File: src/hw/rtl/pets_pkg.sv
// package for the priority event task scheduler
// payload types, command and error codes; no dependencies
package pets_pkg;

    localparam int TaskSlotsDef   = 8;
    localparam int TriggerBitsDef = 8;

    typedef enum logic [3:0] {
        OP_CREATE    = 4'd0,
        OP_SET_PRIO  = 4'd1,
        OP_OVERRIDE  = 4'd2,
        OP_RESTORE   = 4'd3,
        OP_GET_CUR   = 4'd4,
        OP_GET_NAT   = 4'd5,
        OP_WAIT      = 4'd6,
        OP_SET_TRIG  = 4'd7,
        OP_CLR_TRIG  = 4'd8,
        OP_POLL      = 4'd9,
        OP_SEND      = 4'd10,
        OP_SEND_NOSW = 4'd11,
        OP_START     = 4'd12
    } t_op;

    typedef enum logic [2:0] {
        ERR_OK          = 3'd0,
        ERR_RANGE       = 3'd1,
        ERR_NO_SLOT     = 3'd2,
        ERR_NO_READY    = 3'd3,
        ERR_NOT_STARTED = 3'd4,
        ERR_NOT_CREATED = 3'd5
    } t_err;

    typedef struct packed {
        logic [3:0] op;
        logic [7:0] task_id;
        logic [7:0] priority_req;
        logic [7:0] trigger_mask;
    } t_cmd;

    typedef struct packed {
        logic [7:0] result_task;
        logic [7:0] result_value;
        logic       switched;
        logic [2:0] error_code;
    } t_rsp;

endpackage

File: src/hw/rtl/priority_event_task_scheduler.sv
// top level of the priority event task scheduler: task table and sequencer
// depends on pets_pkg and pets_list
//
// Usage: one command channel (i_cmd_valid / o_cmd_stall, payload i_cmd) and
// one response channel (o_rsp_valid / i_rsp_stall, payload o_rsp). Every
// command gives exactly one response. A command is taken only while the block
// is idle; a list pass then walks the ready list one entry per cycle through
// the list memory port. Simple commands need no list pass; a create or a
// reschedule makes an insert pass or a pick pass, and a priority move makes a
// remove pass and then an insert pass. The response is held in an output
// register until taken; while i_rsp_stall is high the block stays busy and
// takes no new command. Reset clears the created flags, list length, slot
// counter, running task and started flag; no clearing pass is needed. A new
// command is taken only after the response to the last one has been taken.
module priority_event_task_scheduler
    import pets_pkg::*;
#(
    parameter int TASK_SLOTS   = TaskSlotsDef,
    parameter int TRIGGER_BITS = TriggerBitsDef
) (
    input  logic i_clk,
    input  logic i_rst_n,
    input  logic i_cmd_valid,
    output logic o_cmd_stall,
    input  t_cmd i_cmd,
    output logic o_rsp_valid,
    input  logic i_rsp_stall,
    output t_rsp o_rsp
);
    localparam int TW = $clog2(TASK_SLOTS);
    localparam int LW = $clog2(TASK_SLOTS + 1);
    localparam int MW = (TRIGGER_BITS < 8) ? TRIGGER_BITS : 8;

    typedef enum logic [3:0] {
        S_IDLE, S_EXEC, S_REM, S_INS_SCAN, S_INS_SHIFT, S_PICK, S_RESP
    } t_state;

    t_state          r_state;
    t_cmd            r_cmd;
    logic [TASK_SLOTS-1:0] r_created;
    logic [7:0]      r_nat [TASK_SLOTS];
    logic [7:0]      r_cur [TASK_SLOTS];
    logic [MW-1:0]   r_wait [TASK_SLOTS];
    logic [MW-1:0]   r_trig [TASK_SLOTS];
    logic [LW-1:0]   r_alloc;
    logic [TW-1:0]   r_run;
    logic            r_started;
    logic [TW-1:0]   r_tgt;
    logic [7:0]      r_newp;
    logic [LW-1:0]   r_pos;
    logic [LW-1:0]   r_ins_pos;
    logic [TW-1:0]   r_prev;
    logic            r_found;
    logic            r_pick_after;
    logic [TW-1:0]   r_old;
    logic [7:0]      r_value;
    logic [2:0]      r_err;
    logic            r_rsp_valid;
    t_rsp            r_rsp;

    logic [TW-1:0]   w_rd_task;
    logic [LW-1:0]   w_len;
    logic            w_wr_en, w_inc, w_dec;
    logic [TW-1:0]   w_wr_pos, w_wr_task, w_rd_pos;

    logic [MW-1:0]   w_mask;
    logic [TW-1:0]   w_tid;
    logic            w_tid_ok;

    assign w_mask   = r_cmd.trigger_mask[MW-1:0];
    assign w_tid    = r_cmd.task_id[TW-1:0];
    assign w_tid_ok = (32'(r_cmd.task_id) < TASK_SLOTS);

    pets_list #(.TASK_SLOTS(TASK_SLOTS)) u_list (
        .i_clk     (i_clk),
        .i_rst_n   (i_rst_n),
        .i_clr     (1'b0),
        .i_rd_pos  (w_rd_pos),
        .o_rd_task (w_rd_task),
        .i_wr_en   (w_wr_en),
        .i_wr_pos  (w_wr_pos),
        .i_wr_task (w_wr_task),
        .i_len_inc (w_inc),
        .i_len_dec (w_dec),
        .o_len     (w_len)
    );

    // list port control
    always_comb begin
        w_rd_pos  = r_pos[TW-1:0];
        w_wr_en   = 1'b0;
        w_wr_pos  = r_pos[TW-1:0];
        w_wr_task = r_tgt;
        w_inc     = 1'b0;
        w_dec     = 1'b0;
        case (r_state)
            S_REM: begin
                if (r_pos + LW'(1) < w_len) begin
                    w_rd_pos = TW'(r_pos + LW'(1));
                    if (r_found || r_prev == r_tgt) begin
                        w_wr_en   = 1'b1;
                        w_wr_task = w_rd_task;
                    end
                end else if (r_found || r_prev == r_tgt) begin
                    w_dec = 1'b1;
                end
            end
            S_INS_SHIFT: begin
                if (r_pos > r_ins_pos) begin
                    w_rd_pos  = TW'(r_pos - LW'(1));
                    w_wr_en   = 1'b1;
                    w_wr_task = w_rd_task;
                end else begin
                    w_wr_en = 1'b1;
                    w_wr_pos = r_ins_pos[TW-1:0];
                    w_inc   = 1'b1;
                end
            end
            default: ;
        endcase
    end

    always_ff @(posedge i_clk) begin
        if (!i_rst_n) begin
            r_state     <= S_IDLE;
            r_created   <= '0;
            r_alloc     <= '0;
            r_run       <= '0;
            r_started   <= 1'b0;
            r_rsp_valid <= 1'b0;
            r_found     <= 1'b0;
        end else begin
            case (r_state)
                S_IDLE: begin
                    if (i_cmd_valid) begin
                        r_cmd   <= i_cmd;
                        r_old   <= r_run;
                        r_value <= '0;
                        r_err   <= ERR_OK;
                        r_pos   <= '0;
                        r_pick_after <= 1'b0;
                        r_state <= S_EXEC;
                    end
                end
                S_EXEC: begin
                    r_pos   <= '0;
                    r_found <= 1'b0;
                    r_prev  <= w_rd_task;
                    case (t_op'(r_cmd.op))
                        OP_CREATE: begin
                            if (32'(r_alloc) >= TASK_SLOTS) begin
                                r_err   <= ERR_NO_SLOT;
                                r_state <= S_RESP;
                            end else begin
                                logic [TW-1:0] v_t;
                                v_t = (r_alloc == '0) ? TW'(TASK_SLOTS - 1)
                                                      : TW'(r_alloc - LW'(1));
                                r_alloc        <= r_alloc + LW'(1);
                                r_created[v_t] <= 1'b1;
                                r_nat[v_t]     <= r_cmd.priority_req;
                                r_cur[v_t]     <= r_cmd.priority_req;
                                r_wait[v_t]    <= '0;
                                r_trig[v_t]    <= '0;
                                r_tgt          <= v_t;
                                r_newp         <= r_cmd.priority_req;
                                r_state        <= S_INS_SCAN;
                            end
                        end
                        OP_SET_PRIO, OP_OVERRIDE, OP_RESTORE, OP_GET_CUR, OP_GET_NAT,
                        OP_SEND, OP_SEND_NOSW: begin
                            if (!w_tid_ok) begin
                                r_err   <= ERR_RANGE;
                                r_state <= S_RESP;
                            end else if (!r_created[w_tid]) begin
                                r_err   <= ERR_NOT_CREATED;
                                r_state <= S_RESP;
                            end else begin
                                r_tgt <= w_tid;
                                case (t_op'(r_cmd.op))
                                    OP_SET_PRIO: begin
                                        if (r_cur[w_tid] != r_cmd.priority_req) begin
                                            r_nat[w_tid] <= r_cmd.priority_req;
                                            r_newp  <= r_cmd.priority_req;
                                            r_state <= S_REM;
                                        end else begin
                                            r_state <= S_RESP;
                                        end
                                    end
                                    OP_OVERRIDE: begin
                                        if (r_cur[w_tid] != r_cmd.priority_req) begin
                                            r_newp  <= r_cmd.priority_req;
                                            r_state <= S_REM;
                                        end else begin
                                            r_state <= S_RESP;
                                        end
                                    end
                                    OP_RESTORE: begin
                                        if (r_cur[w_tid] != r_nat[w_tid]) begin
                                            r_newp  <= r_nat[w_tid];
                                            r_state <= S_REM;
                                        end else begin
                                            r_state <= S_RESP;
                                        end
                                    end
                                    OP_GET_CUR: begin
                                        r_value <= r_cur[w_tid];
                                        r_state <= S_RESP;
                                    end
                                    OP_GET_NAT: begin
                                        r_value <= r_nat[w_tid];
                                        r_state <= S_RESP;
                                    end
                                    OP_SEND: begin
                                        r_trig[w_tid] <= r_trig[w_tid] | w_mask;
                                        if (r_started && (r_wait[w_tid] & w_mask) != '0)
                                            r_state <= S_PICK;
                                        else
                                            r_state <= S_RESP;
                                    end
                                    default: begin
                                        r_trig[w_tid] <= r_trig[w_tid] | w_mask;
                                        r_state       <= S_RESP;
                                    end
                                endcase
                            end
                        end
                        OP_WAIT, OP_SET_TRIG, OP_CLR_TRIG, OP_POLL: begin
                            if (!r_started) begin
                                r_err   <= ERR_NOT_STARTED;
                                r_state <= S_RESP;
                            end else begin
                                case (t_op'(r_cmd.op))
                                    OP_WAIT: begin
                                        if ((w_mask & r_trig[r_run]) != '0) begin
                                            r_value <= w_mask & r_trig[r_run];
                                            r_trig[r_run] <= r_trig[r_run] & ~w_mask;
                                            r_wait[r_run] <= '0;
                                            r_state <= S_RESP;
                                        end else begin
                                            r_wait[r_run] <= w_mask;
                                            r_state <= S_PICK;
                                        end
                                    end
                                    OP_SET_TRIG: begin
                                        r_trig[r_run] <= r_trig[r_run] | w_mask;
                                        r_state       <= S_RESP;
                                    end
                                    OP_CLR_TRIG: begin
                                        r_trig[r_run] <= r_trig[r_run] & ~w_mask;
                                        r_state       <= S_RESP;
                                    end
                                    default: begin
                                        r_value <= 8'(w_mask & r_trig[r_run]);
                                        r_state <= S_RESP;
                                    end
                                endcase
                            end
                        end
                        OP_START: begin
                            if (!r_started) begin
                                if (w_len == '0) begin
                                    r_err <= ERR_NO_READY;
                                end else begin
                                    r_started <= 1'b1;
                                    r_run     <= w_rd_task;
                                    r_old     <= ~w_rd_task;
                                end
                            end
                            r_state <= S_RESP;
                        end
                        default: r_state <= S_RESP;
                    endcase
                end
                S_REM: begin
                    r_prev <= w_rd_task;
                    if (r_prev == r_tgt) r_found <= 1'b1;
                    if (r_pos + LW'(1) < w_len) begin
                        r_pos <= r_pos + LW'(1);
                    end else begin
                        r_cur[r_tgt] <= r_newp;
                        r_pos   <= '0;
                        r_state <= S_INS_SCAN;
                    end
                end
                S_INS_SCAN: begin
                    if (32'(w_len) >= TASK_SLOTS) begin
                        r_state <= S_RESP;
                    end else if (r_pos < w_len && r_cur[w_rd_task] >= r_newp) begin
                        r_pos <= r_pos + LW'(1);
                    end else begin
                        r_ins_pos <= r_pos;
                        r_pos     <= w_len;
                        r_state   <= S_INS_SHIFT;
                    end
                end
                S_INS_SHIFT: begin
                    if (r_pos > r_ins_pos) begin
                        r_pos <= r_pos - LW'(1);
                    end else begin
                        r_state <= S_RESP;
                    end
                end
                S_PICK: begin
                    if (r_pos >= w_len) begin
                        r_err   <= ERR_NO_READY;
                        r_state <= S_RESP;
                    end else if (r_wait[w_rd_task] == '0
                                 || (r_wait[w_rd_task] & r_trig[w_rd_task]) != '0) begin
                        r_value <= 8'(r_wait[w_rd_task] & r_trig[w_rd_task]);
                        r_trig[w_rd_task] <= r_trig[w_rd_task] & ~r_wait[w_rd_task];
                        r_wait[w_rd_task] <= '0;
                        r_run   <= w_rd_task;
                        r_state <= S_RESP;
                    end else begin
                        r_pos <= r_pos + LW'(1);
                    end
                end
                S_RESP: begin
                    if (!r_rsp_valid) begin
                        r_rsp_valid <= 1'b1;
                        r_rsp.result_task  <= 8'(((t_op'(r_cmd.op) == OP_CREATE)
                                               && r_err == ERR_OK) ? r_tgt : r_run);
                        r_rsp.result_value <= ((t_op'(r_cmd.op) == OP_CREATE)) ? '0 : r_value;
                        r_rsp.switched     <= (t_op'(r_cmd.op) != OP_CREATE
                                               || r_err != ERR_OK) && (r_run != r_old);
                        r_rsp.error_code   <= (t_op'(r_cmd.op) == OP_CREATE
                                               && r_err == ERR_OK) ? ERR_OK : r_err;
                    end else if (!i_rsp_stall) begin
                        r_rsp_valid <= 1'b0;
                        r_state     <= S_IDLE;
                    end
                end
                default: r_state <= S_IDLE;
            endcase
        end
    end

    assign o_cmd_stall = (r_state != S_IDLE);
    assign o_rsp_valid = r_rsp_valid;
    assign o_rsp       = r_rsp;
endmodule

File: src/hw/rtl/pets_list.sv
// ready list of the scheduler: one entry is visited per cycle
// depends on pets_pkg
module pets_list
    import pets_pkg::*;
#(
    parameter int TASK_SLOTS = TaskSlotsDef,
    localparam int TW = $clog2(TASK_SLOTS),
    localparam int LW = $clog2(TASK_SLOTS + 1)
) (
    input  logic          i_clk,
    input  logic          i_rst_n,
    input  logic          i_clr,
    input  logic [TW-1:0] i_rd_pos,
    output logic [TW-1:0] o_rd_task,
    input  logic          i_wr_en,
    input  logic [TW-1:0] i_wr_pos,
    input  logic [TW-1:0] i_wr_task,
    input  logic          i_len_inc,
    input  logic          i_len_dec,
    output logic [LW-1:0] o_len
);
    logic [TW-1:0] r_order [TASK_SLOTS];
    logic [LW-1:0] r_len;

    assign o_rd_task = r_order[i_rd_pos];
    assign o_len     = r_len;

    always_ff @(posedge i_clk) begin
        if (i_wr_en) begin
            r_order[i_wr_pos] <= i_wr_task;
        end
        if (!i_rst_n || i_clr) begin
            r_len <= '0;
        end else if (i_len_inc) begin
            r_len <= r_len + LW'(1);
        end else if (i_len_dec) begin
            r_len <= r_len - LW'(1);
        end
    end
endmodule

File: config.mk
export PLATFORM = sky130hd
export DESIGN_NAME = priority_event_task_scheduler
export DESIGN_NICKNAME = d
export VERILOG_FILES = /design/src/hw/rtl/pets_pkg.sv /design/src/hw/rtl/priority_event_task_scheduler.sv /design/src/hw/rtl/pets_list.sv
export SDC_FILE = /design/constraint.sdc
export NUM_CORES = 1
export LEC_CHECK = 0
export ABC_CLOCK_PERIOD_IN_PS = 14600
export BUFFER_PORTS_ARGS = -buffer_cell sky130_fd_sc_hd__buf_2
export CORE_UTILIZATION = 35
export DETAILED_ROUTE_END_ITERATION = 10
export GPL_ROUTABILITY_DRIVEN = 0
export HOLD_SLACK_MARGIN = 0.1
export REMOVE_ABC_BUFFERS = 1
export SKIP_CTS_REPAIR_TIMING = 1
export SLEW_MARGIN = 20
export SYNTH_ARGS = -nofsm -noshare
export SYNTH_HDL_FRONTEND = slang
export SYNTH_HIERARCHICAL = 1
export SYNTH_SLANG_ARGS = --single-unit
File: constraint.sdc
create_clock -name i_clk -period 14.6 [get_ports i_clk]
set_clock_uncertainty 0.2 [all_clocks]
set_input_delay 2.92 -clock i_clk [delete_from_list [all_inputs] [get_ports i_clk]]
set_output_delay 2.92 -clock i_clk [all_outputs]
set_load 0.03 [all_outputs]
Word level (Yosys, flattened, before mapping):

Memories as Yosys holds them, arrays and structs flattened. A register that Yosys moved wholly into a read port is not among the register bits.
Index checks and enable logic that the tools add are counted.

* bitwise logic cells: 19
* $lt $le $gt $ge: 11
* mux-type cells: 197
* add/sub/neg operators: 6
* eq/ne operators: 58
* reduce and logical (&&, ||, !) cells: 55

Operators by type and width (count)
* two-way mux 8 bit: 23
* two-way mux 3 bit: 47
* two-way mux 1 bit: 84
* two-way mux 4 bit: 20
* one-hot mux 8 bit (2 select lines): 5
* OR reduction 8 bit: 7
* AND 8 bit: 5
* != test 3 bit, second input constant: 13
* != test 2 bit, second input constant: 18
* one-hot mux 3 bit (2 select lines): 5
* equality test 4 x 3 -> 1 bit, second input constant: 7
* one-hot mux 4 bit (7 select lines): 1
* bitwise OR 8 bit: 3
* one-hot mux 4 bit (6 select lines): 1
* one-hot mux 8 bit (3 select lines): 1
* nonzero test 8 bit: 3
* equality test 4 bit, second input constant: 5
* one-hot mux 3 bit (3 select lines): 2
* AND reduction 6 bit: 3
* equality test 4 x 2 -> 1 bit, second input constant: 4
* zero test 4 bit: 4
* != test 8 bit: 2
* inverter 8 bit: 2
* AND reduction 7 bit: 2
* other kinds (44): 79

* memories: 5
* output and inout port bits: 22
* word-level logic and storage cells: 375
* bits in registers: 110
* bits in writable memories: 280
* input port bits: 32

Memory list
* r_cur: depth 8, width 8, rd ports 2, clocked after memory_dff 1, write ports 1, RTL line priority_event_task_scheduler.sv:42 `logic [7:0] r_cur [TASK_SLOTS];`
* r_nat: depth 8, width 8, rd ports 1, clocked after memory_dff 1, write ports 1, RTL line priority_event_task_scheduler.sv:41 `logic [7:0] r_nat [TASK_SLOTS];`
* r_trig: depth 8, width 8, rd ports 3, clocked after memory_dff 2, write ports 1, RTL line priority_event_task_scheduler.sv:44 `logic [MW-1:0] r_trig [TASK_SLOTS];`
* r_wait: depth 8, width 8, rd ports 2, clocked after memory_dff 1, write ports 1, RTL line priority_event_task_scheduler.sv:43 `logic [MW-1:0] r_wait [TASK_SLOTS];`
* u_list.r_order: depth 8, width 3, rd ports 1, clocked after memory_dff 0, write ports 1, RTL line pets_list.sv:22 `logic [TW-1:0] r_order [TASK_SLOTS];`

Logic depth before layout (Yosys ltp):

An unclocked memory read counts as a cell.

* depth in word-level cells: 16
* gate-level depth with buffers: 30
* depth with buffers taken out: 25

By module:

Netlist, hierarchy kept.

By module, submodules not included
* priority_event_task_scheduler: instances 1, cells each 1371, sequential area each 10600.2 sq um, area an instance 18706.7 sq um
* pets_list: instances 1, cells each 77, sequential area each 800.8 sq um, area an instance 1242.4 sq um

Worst setup path after synthesis:

No wires, ideal clock.

* kind: register to register
* start: reg r_pos[0]
* end: reg r_pos[2], data pin
* library setup time: 261 ps
* stages on the path, launching flop included: 30
* arrival: 6481 ps
* clock period less this slack: 6942 ps
* required time: 14139 ps
* path buffers: 5
* path slack: 7658 ps
* cells stage by stage: edfxtp_1 > inv_1 > ha_1 > ha_1 > nor2b_1 > o21a_1 > o21ai_0 > and2_1 > ha_1 > nor2_1 > a31oi_1 > o22ai_1 > buf_6 > mux4_1 > mux2_2 > buf_4 > buf_6 > buf_2 > buf_1 > mux4_2 > mux2_2 > ha_1 > a21o_1 > a21oi_1 > o211ai_1 > o21bai_1 > nor2_1 > o21ai_0 > nand2_1 > a221o_1

* cells in the longest elaborated chain, start to end: 11
* elaborated cells on any way between the ends: 19
* classes of those cells: add/sub (2); order compare (4); mux (10); reduce/logical (1); memory (2)

Ends and longest elaborated chain
* start, declared: RTL line priority_event_task_scheduler.sv:50 `logic [LW-1:0] r_pos;`
* start signal, assigned: RTL line priority_event_task_scheduler.sv:278 `r_pos <= r_pos + LW'(1);`
* start signal, assigned: RTL line priority_event_task_scheduler.sv:289 `r_pos <= r_pos + LW'(1);`
* start signal, assigned: RTL line priority_event_task_scheduler.sv:292 `r_pos <= w_len;`
* adder 4 x 1 -> 4 bit: RTL line priority_event_task_scheduler.sv:98 `if (r_pos + LW'(1) < w_len) begin`
* < comparator 4 bit: RTL line priority_event_task_scheduler.sv:98
* two-way mux 3 bit: RTL line priority_event_task_scheduler.sv:98
* one-hot mux 3 bit (2 select lines) *: RTL line priority_event_task_scheduler.sv:96 `case (r_state)`
* named net w_rd_pos[0]: RTL line priority_event_task_scheduler.sv:64 `logic [TW-1:0] w_wr_pos, w_wr_task, w_rd_pos;`
* memory (8 x 3 bit) *
* named net w_rd_task[0]: RTL line priority_event_task_scheduler.sv:61 `logic [TW-1:0] w_rd_task;`
* memory (8 x 8 bit) *
* greater-or-equal comparator 8 bit *: RTL line priority_event_task_scheduler.sv:288 `end else if (r_pos < w_len && r_cur[w_rd_task] >= r_newp) begin`
* logical AND 1 bit *: RTL line priority_event_task_scheduler.sv:288
* two-way mux 4 bit *: RTL line priority_event_task_scheduler.sv:288
* two-way mux 4 bit *: RTL line priority_event_task_scheduler.sv:286 `if (32'(w_len) >= TASK_SLOTS) begin`
* one-hot mux 4 bit (6 select lines) *: RTL line priority_event_task_scheduler.sv:133 `case (r_state)`

The timed path passes the listed nets; every way through them passes the cells marked *. The select of a mux whose other input is x is not followed.
A chain may end at the register's enable or synchronous reset.

Final worst setup path:

* start: reg r_pos[0]
* end: mem r_trig[2][0] (netlist bit), enable pin

* cells in the longest elaborated chain, start to end: 16
* elaborated cells on any way between the ends: 23
* classes of those cells: add/sub (2); order compare (3); mux (10); bitwise (1); reduce/logical (4); memory (3)

Ends and longest elaborated chain
* adder 4 x 1 -> 4 bit: RTL line priority_event_task_scheduler.sv:98
* < comparator 4 bit: RTL line priority_event_task_scheduler.sv:98
* two-way mux 3 bit: RTL line priority_event_task_scheduler.sv:98
* one-hot mux 3 bit (2 select lines) *: RTL line priority_event_task_scheduler.sv:96
* named net w_rd_pos[0]: RTL line priority_event_task_scheduler.sv:64
* memory (8 x 3 bit) *
* named net w_rd_task[0]: RTL line priority_event_task_scheduler.sv:61
* memory (8 x 8 bit), on equally long branches
* [2 not listed]
* logical OR 1 bit: RTL line priority_event_task_scheduler.sv:308 `|| (r_wait[w_rd_task] & r_trig[w_rd_task]) != '0) begin`
* two-way mux 1 bit: RTL line priority_event_task_scheduler.sv:307 `end else if (r_wait[w_rd_task] == '0`
* two-way mux 1 bit: RTL line priority_event_task_scheduler.sv:304 `if (r_pos >= w_len) begin`
* two-way mux 1 bit: RTL line priority_event_task_scheduler.sv:133
* two-way mux 1 bit: RTL line priority_event_task_scheduler.sv:124 `if (!i_rst_n) begin`
* two-way mux 1 bit (implied by the code): RTL line priority_event_task_scheduler.sv:310 `r_trig[w_rd_task] <= r_trig[w_rd_task] & ~r_wait[w_rd_task];`
* OR reduction 8 bit (no line)
* two-way mux 3 bit (no line) / two-way mux 1 bit (equally long branches)
* end, declared: RTL line priority_event_task_scheduler.sv:44

The timed path passes the listed nets; every way through them passes the cells marked *.

==> flow_summary.json <==
{
  "port_buffers": 48,
  "grt_usage": 0.1896,
  "rows": 87,
  "die_h_um": 240.7,
  "tightest_slew_ns": 1.104,
  "drv_cap": 0,
  "dieArea_sq_um": 57960,
  "p_leak_uw": 0.007157,
  "dp_slack_ns": 5.838,
  "met2_usage": 0.3063,
  "setup_ws_ns": 5.772,
  "synth-edff-count": 359,
  "ios": 54,
  "synth_seq_area_share": 0.5715,
  "hp-class": "reg -> reg",
  "yosysUniqueCellTypes": 79,
  "fin_crit_sh": 0.6046,
  "wl_per_cell_um": 23.51,
  "drcViolationCount": 0,
  "outcome": "finished, final reports clean",
  "place_hpwl_um": 37910,
  "core_sq_um": 56390,
  "p_per_area_nw_per_um2": 172.9,
  "insertion_delay_ns": 0.58,
  "initial_core_util": 0.3538,
  "syn_area_sq_um": 19950,
  "final_net_count": 1542,
  "drv_slew": 0,
  "antenna_found_initial": 3,
  "ff_latch_area_sq_um": 11410,
  "drive_gt1_frac": 0.1992,
  "fp.dieW_um": 240.7,
  "crit_arrival_ns": 8.81,
  "wirelength_um": 53470,
  "grt_pass1_wl_um": 81220,
  "avgSynthCellArea_sq_um": 13.78,
  "numCtsBuffers": 44,
  "final_cell_mix": "edfxtp_1, nor2_1, mux4_2, nand2_1, mux2i_1",
  "post-synth-top-area-fraction": 0.5404,
  "ys_ff_latch": 390,
  "grt_use_met1": 0.2548,
  "routed_via_density": 5.640,
  "yosys.area.top_type": "edfxtp_1",
  "cts_buffer_depth": 3,
  "slew-limit-headroom": 0.2638,
  "setup_tns_ns": 0,
  "fmax_mhz": 113.3,
  "grt_pass1_vias": 12820,
  "fin_crit_ns": 8.828,
  "multi_input_area_sq_um": 8066,
  "yosysWarnings": 6,
  "overflow": 0,
  "cts-root-buf": "clkbuf_16",
  "async_flop_share": 0,
  "yosys_most_used_dff": "edfxtp_1",
  "yosys-top-cells-area": "edfxtp_1, mux4_2, dfxtp_1",
  "cp-end-kind": "flop",
  "grt_max_degree": 47,
  "critPathLaunchType": "flop",
  "crit_type": "reg -> reg",
  "crit_required_ns": 14.59,
  "fillCellCount": 5298,
  "firstDrtPassIters": 5,
  "cts_tree": "built",
  "ir_drop_mv": 0.1020,
  "cts.sinks": 390,
  "cts-htree-levels": 2,
  "area_delta_synth_final_pct": 11.78,
  "hold_viol_final": 0,
  "final_common_cell": "edfxtp_1",
  "drt_iter0_drc": 1344,
  "ant_nets": 0,
  "synthCells": 1448,
  "grt_setup_unrepaired": "no",
  "busiest_layer": "met2",
  "grtUsageMet3": 0.03809,
  "worstPathMaxFanout": 35,
  "setup_viol": 0,
  "num_vias": 12830,
  "clkTransAtPathRegs_ns": 0.06
}
[power by group]
| part | internal, uW | leakage, uW | switching, uW | total (uW) |
|---|---|---|---|---|
| combinational | 579 | 0.00316 | 810 | 1390 |
| sequential | 1310 | 0.00333 | 90.5 | 1400 |
| clock | 616 | 0.000672 | 449 | 1070 |
[path summary, 6_finish.rpt]
check / startpoint / to / slack [ns] / cells after the start
worst min register to register: r_created[4]$_SDFFE_PN0P_ / r_created[4]$_SDFFE_PN0P_ / 0.27 / 1
worst max-delay path: r_pos[0]$_DFFE_PP_ / r_trig[2][0]$_DFFE_PP_ / 5.77 / 23
worst max register to register: r_pos[0]$_DFFE_PP_ / r_trig[2][0]$_DFFE_PP_ / 5.77 / 23
worst min-delay path: r_created[4]$_SDFFE_PN0P_ / r_created[4]$_SDFFE_PN0P_ / 0.27 / 1
[cell usage after synthesis, types with 6 or more instances]
master	number
a22oi_1	19
buf_2	15
nor3_1	15
ha_1	27
o221ai_1	6
inv_1	34
nand2_1	98
nand2b_1	27
clkbuf_1	45
nand3_1	34
dfxtp_1	31
nor2b_1	35
a21oi_1	58
xor2_1	11
o22ai_1	8
mux4_1	6
nand4_1	10
and3_1	9
nor2_1	121
o21ai_0	55
a211oi_1	7
edfxtp_1	359
mux2i_1	60
buf_6	6
buf_4	9
xnor2_1	20
o21ai_1	14
mux2_2	54
and3b_1	6
buf_1	7
nor3b_1	11
o31ai_1	6
mux4_2	103
and2_1	18
o21a_1	14
[layout make-up]
cell class	instances	area share
Clock inverter	33	0.01122
Inverter	35	0.005891
Sequential cell	390	0.5115
Antenna cell	2	0.0002244
Clock buffer	47	0.05083
Multi-Input combinational cell	947	0.3617
Tap cell	756	0.04242
Timing Repair Buffer	64	0.01616
[critical path, cell delays in order, from the launching register on]
cell and delay [ns]:
edfxtp_1 0.51, inv_1 0.28, ha_1 0.34, ha_1 0.29, nor2b_1 0.13, o21a_1 0.15
o21ai_0 0.25, and2_1 0.24, ha_1 0.25, nor2_1 0.11, a31oi_1 0.06, o22ai_1 0.52
mux4_1 0.37, mux2_4 0.44, buf_4 0.63, mux4_2 0.61, or4b_1 0.55, nor4_2 0.23
o211ai_2 0.20, a311oi_4 0.83, nand2_1 0.17, o31ai_1 0.15, o21ai_1 0.16, nor2_1 0.71
[kinds of logic (layout without fill, tap and decap cells)]
kind of cell / after synthesis / count (layout) / share of synthesized area
adder cells (fa/ha/maj): 28 / 28 / 0.01794
flip-flops: 390 / 390 / 0.5715
AND/OR/NAND/NOR: 416 / 416 / 0.1052
AO/OA/AOI/OAI: 239 / 239 / 0.07815
multiplexers: 226 / 226 / 0.1865
buffers and inverters: 117 / 179 / 0.02691
other: 1 / 9 / 0.0001880
XOR/XNOR: 31 / 31 / 0.01361
[metal layers]
metal / vias to the layer above / part of all wire / wire, um
li1: 5717 / - / -
met1: 6456 / 0.42 / 22530
met2: 542 / 0.47 / 25240
met3: 109 / 0.074 / 3979
met4: 2 / 0.032 / 1715
met5: - / 0.00017 / 9
[through the flow]
step | total power [uW] | instances | instance area, sq um | util | hold WS, ns
3_5_place_dp | 2805 | 2191 | 20890 | 0.3705 | 0.2550
3_3_place_gp | 2783 | 2191 | 20890 | 0.3705 | 0.2428
5_1_grt | 4052 | 2273 | 22300 | 0.3954 | 0.2817
2_1_floorplan | 2401 | 1372 | 19570 | - | 0.2274
6_report | 3855 | 2274 | 22300 | 0.3955 | 0.2711
4_1_cts | 3879 | 2271 | 22280 | 0.3950 | 0.2693
[sequential cells by signal, summed over array words and instances, names as in the netlist, 8 cells and up, named ones only]
| name | count |
|---|---|
| r_cur | 64 |
| r_nat | 64 |
| r_trig | 64 |
| r_wait | 64 |
| u_list/r_order | 24 |
| r_cmd | 20 |
| o_rsp | 15 |
| r_created | 8 |
| r_newp | 8 |
| r_value | 8 |
| w_mask | 8 |
Note: power is estimated with default switching activity, not from simulation.
